**src/hw/rtl/bdcc_pkg.sv**
```systemverilog
// ----------------------------------------------------------------------------
// bdcc_pkg: shared types and constants for the block difference checker
// Holds sizes, input kind codes and the controller/datapath command struct.
// ----------------------------------------------------------------------------
package bdcc_pkg;

  localparam int BLOCK_BYTES = 16384;
  localparam int DIRTY_DEPTH = 4096;
  localparam int FILL_W      = $clog2(BLOCK_BYTES + 1);
  localparam int DADDR_W     = $clog2(DIRTY_DEPTH);
  localparam int DCNT_W      = $clog2(DIRTY_DEPTH + 1);
  localparam int POS_W       = 48;

  localparam logic [1:0] KIND_CLEAR = 2'd0;
  localparam logic [1:0] KIND_LOAD  = 2'd1;
  localparam logic [1:0] KIND_RANGE = 2'd2;
  localparam logic [1:0] KIND_PAIR  = 2'd3;

  // Commands from controller to datapath
  typedef struct packed {
    logic clear;        // clear all state
    logic load;         // append dirty entry
    logic range_begin;  // begin range, reset pointer to zero
    logic pair;         // absorb byte pair
    logic close;        // block closes with this pair
    logic scan_rd;      // issue list read at pointer
    logic scan_step;    // examine read data, advance or finish
    logic range_scan;   // scan belongs to a begin range
  } bdcc_cmd_t;

  // Status from datapath to controller
  typedef struct packed {
    logic blk_end;      // presented pair ends its block
    logic need_scan;    // closing block needs a list walk
    logic scan_done;    // walk finished this cycle
  } bdcc_sts_t;

endpackage

```
**src/hw/rtl/bdcc_ctrl.sv**
```systemverilog
// ----------------------------------------------------------------------------
// bdcc_ctrl: sequencer for word acceptance, list walks and result handoff
// Issues one command set per cycle to the datapath.
// ----------------------------------------------------------------------------
module bdcc_ctrl
  import bdcc_pkg::*;
(
  input  logic       clk,
  input  logic       rst,
  input  logic       in_valid,
  output logic       in_ready,
  input  logic [1:0] kind,
  output logic       out_valid,
  input  logic       out_ready,
  input  bdcc_sts_t  sts,
  output bdcc_cmd_t  cmd
);

  typedef enum logic [1:0] {ST_IDLE, ST_READ, ST_STEP} state_t;

  state_t state;
  logic   range_scan;
  logic   accept;
  logic   pend_out;
  logic   start_walk;
  logic   out_set;

  assign pend_out   = out_valid && !out_ready;
  assign in_ready   = (state == ST_IDLE) && !pend_out;
  assign accept     = in_valid && in_ready;
  assign start_walk = accept &&
                      ((kind == KIND_RANGE) || (kind == KIND_PAIR && sts.need_scan));
  assign out_set    = (accept && !start_walk) ||
                      ((state == ST_STEP) && sts.scan_done);

  // Decode commands for the current state
  always_comb begin
    cmd = '0;
    cmd.range_scan = range_scan;
    case (state)
      ST_IDLE: begin
        if (accept) begin
          cmd.clear       = kind == KIND_CLEAR;
          cmd.load        = kind == KIND_LOAD;
          cmd.range_begin = kind == KIND_RANGE;
          cmd.pair        = kind == KIND_PAIR;
          cmd.close       = (kind == KIND_PAIR) && sts.blk_end;
        end
      end
      ST_READ: cmd.scan_rd = 1'b1;
      ST_STEP: cmd.scan_step = 1'b1;
      default: cmd = '0;
    endcase
  end

  // Hold state and the registered result valid
  always_ff @(posedge clk) begin
    if (rst) begin
      state      <= ST_IDLE;
      range_scan <= 1'b0;
      out_valid  <= 1'b0;
    end else begin
      if (out_set) begin
        out_valid <= 1'b1;
      end else if (out_valid && out_ready) begin
        out_valid <= 1'b0;
      end
      case (state)
        ST_IDLE: begin
          if (start_walk) begin
            range_scan <= kind == KIND_RANGE;
            state      <= ST_READ;
          end
        end
        ST_READ: state <= ST_STEP;
        ST_STEP: begin
          if (sts.scan_done) begin
            state <= ST_IDLE;
          end else begin
            state <= ST_READ;
          end
        end
        default: state <= ST_IDLE;
      endcase
    end
  end

  property p_no_accept_busy;
    @(posedge clk) disable iff (rst) (state != ST_IDLE) |-> !in_ready;
  endproperty
  a_no_accept_busy: assert property (p_no_accept_busy) else $error("accept while busy");

  property p_read_then_step;
    @(posedge clk) disable iff (rst) (state == ST_READ) |=> (state == ST_STEP);
  endproperty
  a_read_then_step: assert property (p_read_then_step) else $error("walk order broken");

  property p_done_gives_result;
    @(posedge clk) disable iff (rst) sts.scan_done |=> out_valid;
  endproperty
  a_done_gives_result: assert property (p_done_gives_result) else $error("lost result");

endmodule

```
**config.mk**
```make
export PLATFORM = sky130hd
export DESIGN_NAME = bdcc_ctrl
export DESIGN_NICKNAME = d
export VERILOG_FILES = /design/src/hw/rtl/bdcc_pkg.sv /design/src/hw/rtl/bdcc_ctrl.sv
export SDC_FILE = /design/constraint.sdc
export NUM_CORES = 1
export LEC_CHECK = 0
export BUFFER_PORTS_ARGS = -buffer_cell sky130_fd_sc_hd__buf_2
export CORE_AREA = 8 8 45 47
export DETAILED_ROUTE_END_ITERATION = 16
export DIE_AREA = 0 0 53 55
export GPL_TIMING_DRIVEN = 0
export SLEW_MARGIN = 20
export SYNTH_ARGS = -nofsm -noshare
export SYNTH_HDL_FRONTEND = slang
export SYNTH_SLANG_ARGS = --single-unit
export TNS_END_PERCENT = 10
```
**constraint.sdc**
```tcl
create_clock -name clk -period 1.05 [get_ports clk]
set_input_delay 0.0525 -clock clk [delete_from_list [all_inputs] [get_ports clk]]
set_output_delay 0.0525 -clock clk [all_outputs]
set_load 0.05 [all_outputs]
```
Yosys cells after proc, flatten, opt, wreduce, memory -nomap -nowiden --
Cells that the tools add are included.
Storage, ports and cells: register bits after elaboration 4, input bits 9, output and inout bits 10, word-level logic and storage cells 38
Cells by class: equality and inequality tests 6, mux-type cells 10, reductions and logical operators 19
Operators by type and width (number):
- $mux 5 | 2
- $logic_and 1x1->1 | 9
- $eq 2x2->1 const B | 3
- $mux 1 | 6
- $pmux 2 s3 | 1
- $eq 2x1->1 const B | 2
- $logic_not 2->1 | 2
- $logic_not 1->1 | 3
- $reduce_or 3->1 | 1
- $logic_or 1x1->1 | 2
- $mux 2 | 1
- $ne 2x2->1 const B | 1
- $reduce_and 2->1 | 1
- $reduce_bool 2->1 | 1

Depth between registers and ports, before layout --
depth after elaboration 10, gate-level depth with buffers 3

Worst setup path after synthesis --
Ideal clock, no wire load.
kind reg2out, start point reg out_valid, end point out cmd[3] (netlist name), data arrival time 1.922 ns, slack -0.924 ns, cell stages (with the launch flop) 4, path buffers 0, cell sequence dfxtp_1 -> nand2b_1 -> nand4_2 -> nor3_1
RTL lines:
- from (decl) | RTL line bdcc_ctrl.sv:13 | output logic out_valid,
- from (signal assigned) | RTL line bdcc_ctrl.sv:61 | out_valid <= 1'b0;
- from (signal assigned) | RTL line bdcc_ctrl.sv:64 | out_valid <= 1'b1;
- from (signal assigned) | RTL line bdcc_ctrl.sv:66 | out_valid <= 1'b0;
- to (decl) | RTL line bdcc_ctrl.sv:16 | output bdcc_cmd_t cmd

==> flow_summary.ini <==
[outcome]
status = finished, violations left
violations = setup timing

[timing]
whs_ps = 86.74
rsz0062_at_grt = yes
worst_slew_pin_slew_ps = 292.8
maxSlewViolCount = 0
finalClockSkew_ps = 5.404
fmax_ghz = 0.7621
slew_headroom = 0.8030
min_period_ps = 1312
setup_viol_count_final = 10
fin_tns_setup_ps = -1655
period_share = 1.250
worst_slack_ps = -262.2
hold_viol_final = 0

[clock_network]
cts-buffers-inserted = 3
postCtsHoldBufs = 0
clk_latency_ps = 240
clk_path_buf_depth = 2
clk_pin_slew_ps = 40
h-tree-depth = 1
cts.sinks = 4
cts_root_buf = clkbuf_4
cts_tree = done

[grt]
grtUsageTotal = 0.07495
overflow = 0
grt_pass1_wl_mm = 1.607
grt_pass1_vias = 387
grt_max_degree = 8
antenna_found_initial = 0

[yosys]
synth.cell_area_um2 = 266.5
synth-seq-cells = 4
avgSynthCellArea_um2 = 8.076
synth_fp_nets = 42
yosysUniqueCellTypes = 20
ys_warn_count = 0
synth_cells = 33
seq_area_frac_synth = 0.3005

[detailed_routing]
via_count = 341
drtAntennaViolNets = 0
drc = 0
wl_per_cell_um = 12.71
drt_iter0_markers = 5
first_pass_iters = 2
wl_um = 953
via_per_inst = 4.547

[die]
die_h_um = 55
dieArea_um2 = 2915
start_util = 0.1926
row_count = 14
ios = 19
core_um2 = 1384
die_w_um = 53

[finish]
ff_latch_area_um2 = 88.84
insertedDiodeCount = 0
n_fill_cell = 134
mostFrequentLayoutCells = buf_2 (9), buf_6 (9), nor3_4 (4)
area_growth_pct = 132.9
layout-drive-gt1-share = 0.7797
multiInputGateArea_um2 = 281.5
final_nets = 70

[placement]
gp_congestion = 0.7360
port_buffers = 18

[job]
cap_violations = 0

[worst_setup_path]
setup.worst_path.class = reg2out
arrival_ps = 1260
crit_path_start_kind = register
required_ps = 1000
crit_fanout = 3
critPathCaptureType = primary output

[worst_hold_path]
hold_class = in2reg

[power_and_ir_drop]
irDropWorstVdd_mv = 0.5599
power_density_nw_per_um2 = 1018
power.leakage_nw = 0.2696
kinds of logic (layout without fill, tap and decap cells):
family                 count (synthesis)  in the layout  synth area share
DFF                                    4              4            0.3005
and+or+nand+nor                       22             22            0.4977
buffers and inverters                  1             27           0.01407
AOI/OAI and AO/OA                      6              6            0.1878
timing repair:
item                       CTS  global route
resized for setup           26             2
gates cloned                 0             0
setup endpoints to repair   12            12
pin swaps                    4             1
setup buffers                4             1
synthesized netlist by cell type:
cell type	number	area, um^2
nand4_2	1	12.51
a21boi_0	1	7.510
a21o_1	1	7.510
nor2_2	1	6.260
nor4_1	1	6.260
nand2_1	3	11.26
a21oi_1	1	5.000
o32ai_2	1	16.27
dfxtp_1	4	80.08
o22ai_1	1	6.260
nor3_1	4	20.02
and2b_4	1	10.01
o31ai_1	1	7.510
nor2b_1	3	18.77
nand3_1	1	5.000
inv_1	1	3.750
nor2_1	3	11.26
or2b_2	1	8.760
nand3_2	1	10.01
nand2b_1	2	12.51
registers in the layout (all words and copies together), names as in the netlist:
| signal | cells |
|---|---|
| range_scan | 1 |
| state | 2 |
| out_valid | 1 |
power breakdown:
group / internal [mW] / switching, mW / leakage, nW
clock: 0.128 / 0.0660 / 0.0138
combinational: 0.109 / 0.161 / 0.221
sequential: 0.159 / 0.00782 / 0.0346
worst paths after layout:
| kind | startpoint | endpoint | slack, ps | depth (start not counted) |
|---|---|---|---|---|
| worst min register to register | range_scan$_SDFFE_PP0P_ | range_scan$_SDFFE_PP0P_ | 550 | 2 |
| worst max-delay path | state[1]$_SDFFE_PP0P_ | cmd[4] | -260 | 5 |
| worst min-delay path | rst | state[1]$_SDFFE_PP0P_ | 90 | 2 |
| worst max register to register | state[1]$_SDFFE_PP0P_ | range_scan$_SDFFE_PP0P_ | -140 | 5 |
metal layers:
| metal | track usage | routed length (um) | share of wire |
|---|---|---|---|
| met1 | 0.06707 | 374 | 0.39 |
| met2 | 0.1348 | 458 | 0.48 |
| met3 | 0.04011 | 121 | 0.13 |
| met4 | 0.03879 | 0 | 0 |
| met5 | 0 | 0 | 0 |
metrics by stage:
stage | instances | util | setup slack (ps) | area, um^2 | power (mW)
final | 75 | 0.4485 | -262.2 | 620.6 | 0.6316
after global routing | 75 | 0.4485 | -325.0 | 620.6 | 0.6687
after CTS | 74 | 0.4286 | -306.3 | 593.1 | 0.6252
after detailed placement | 67 | 0.3336 | -193.4 | 461.7 | 0.3872
after global placement | 67 | 0.3336 | -186.8 | 461.7 | 0.3865
after floorplan | 33 | - | -181.4 | 351.6 | 0.3269
worst max-delay path, stage by stage, from the launching register on:
cell     delay [ps]
dfxtp_4         340
nor2_4          150
nand4_4         140
buf_12          170
nor2_4           80
buf_8           150
cell type report:
class / count / share of cell area
sequential: 4 / 0.1431
inverter: 1 / 0.006048
timing repair buffer: 23 / 0.3286
multi-input combinational: 28 / 0.4536
clock buffer: 3 / 0.03629
tap: 16 / 0.03226
No activity file was read; power rests on OpenSTA's default activity.
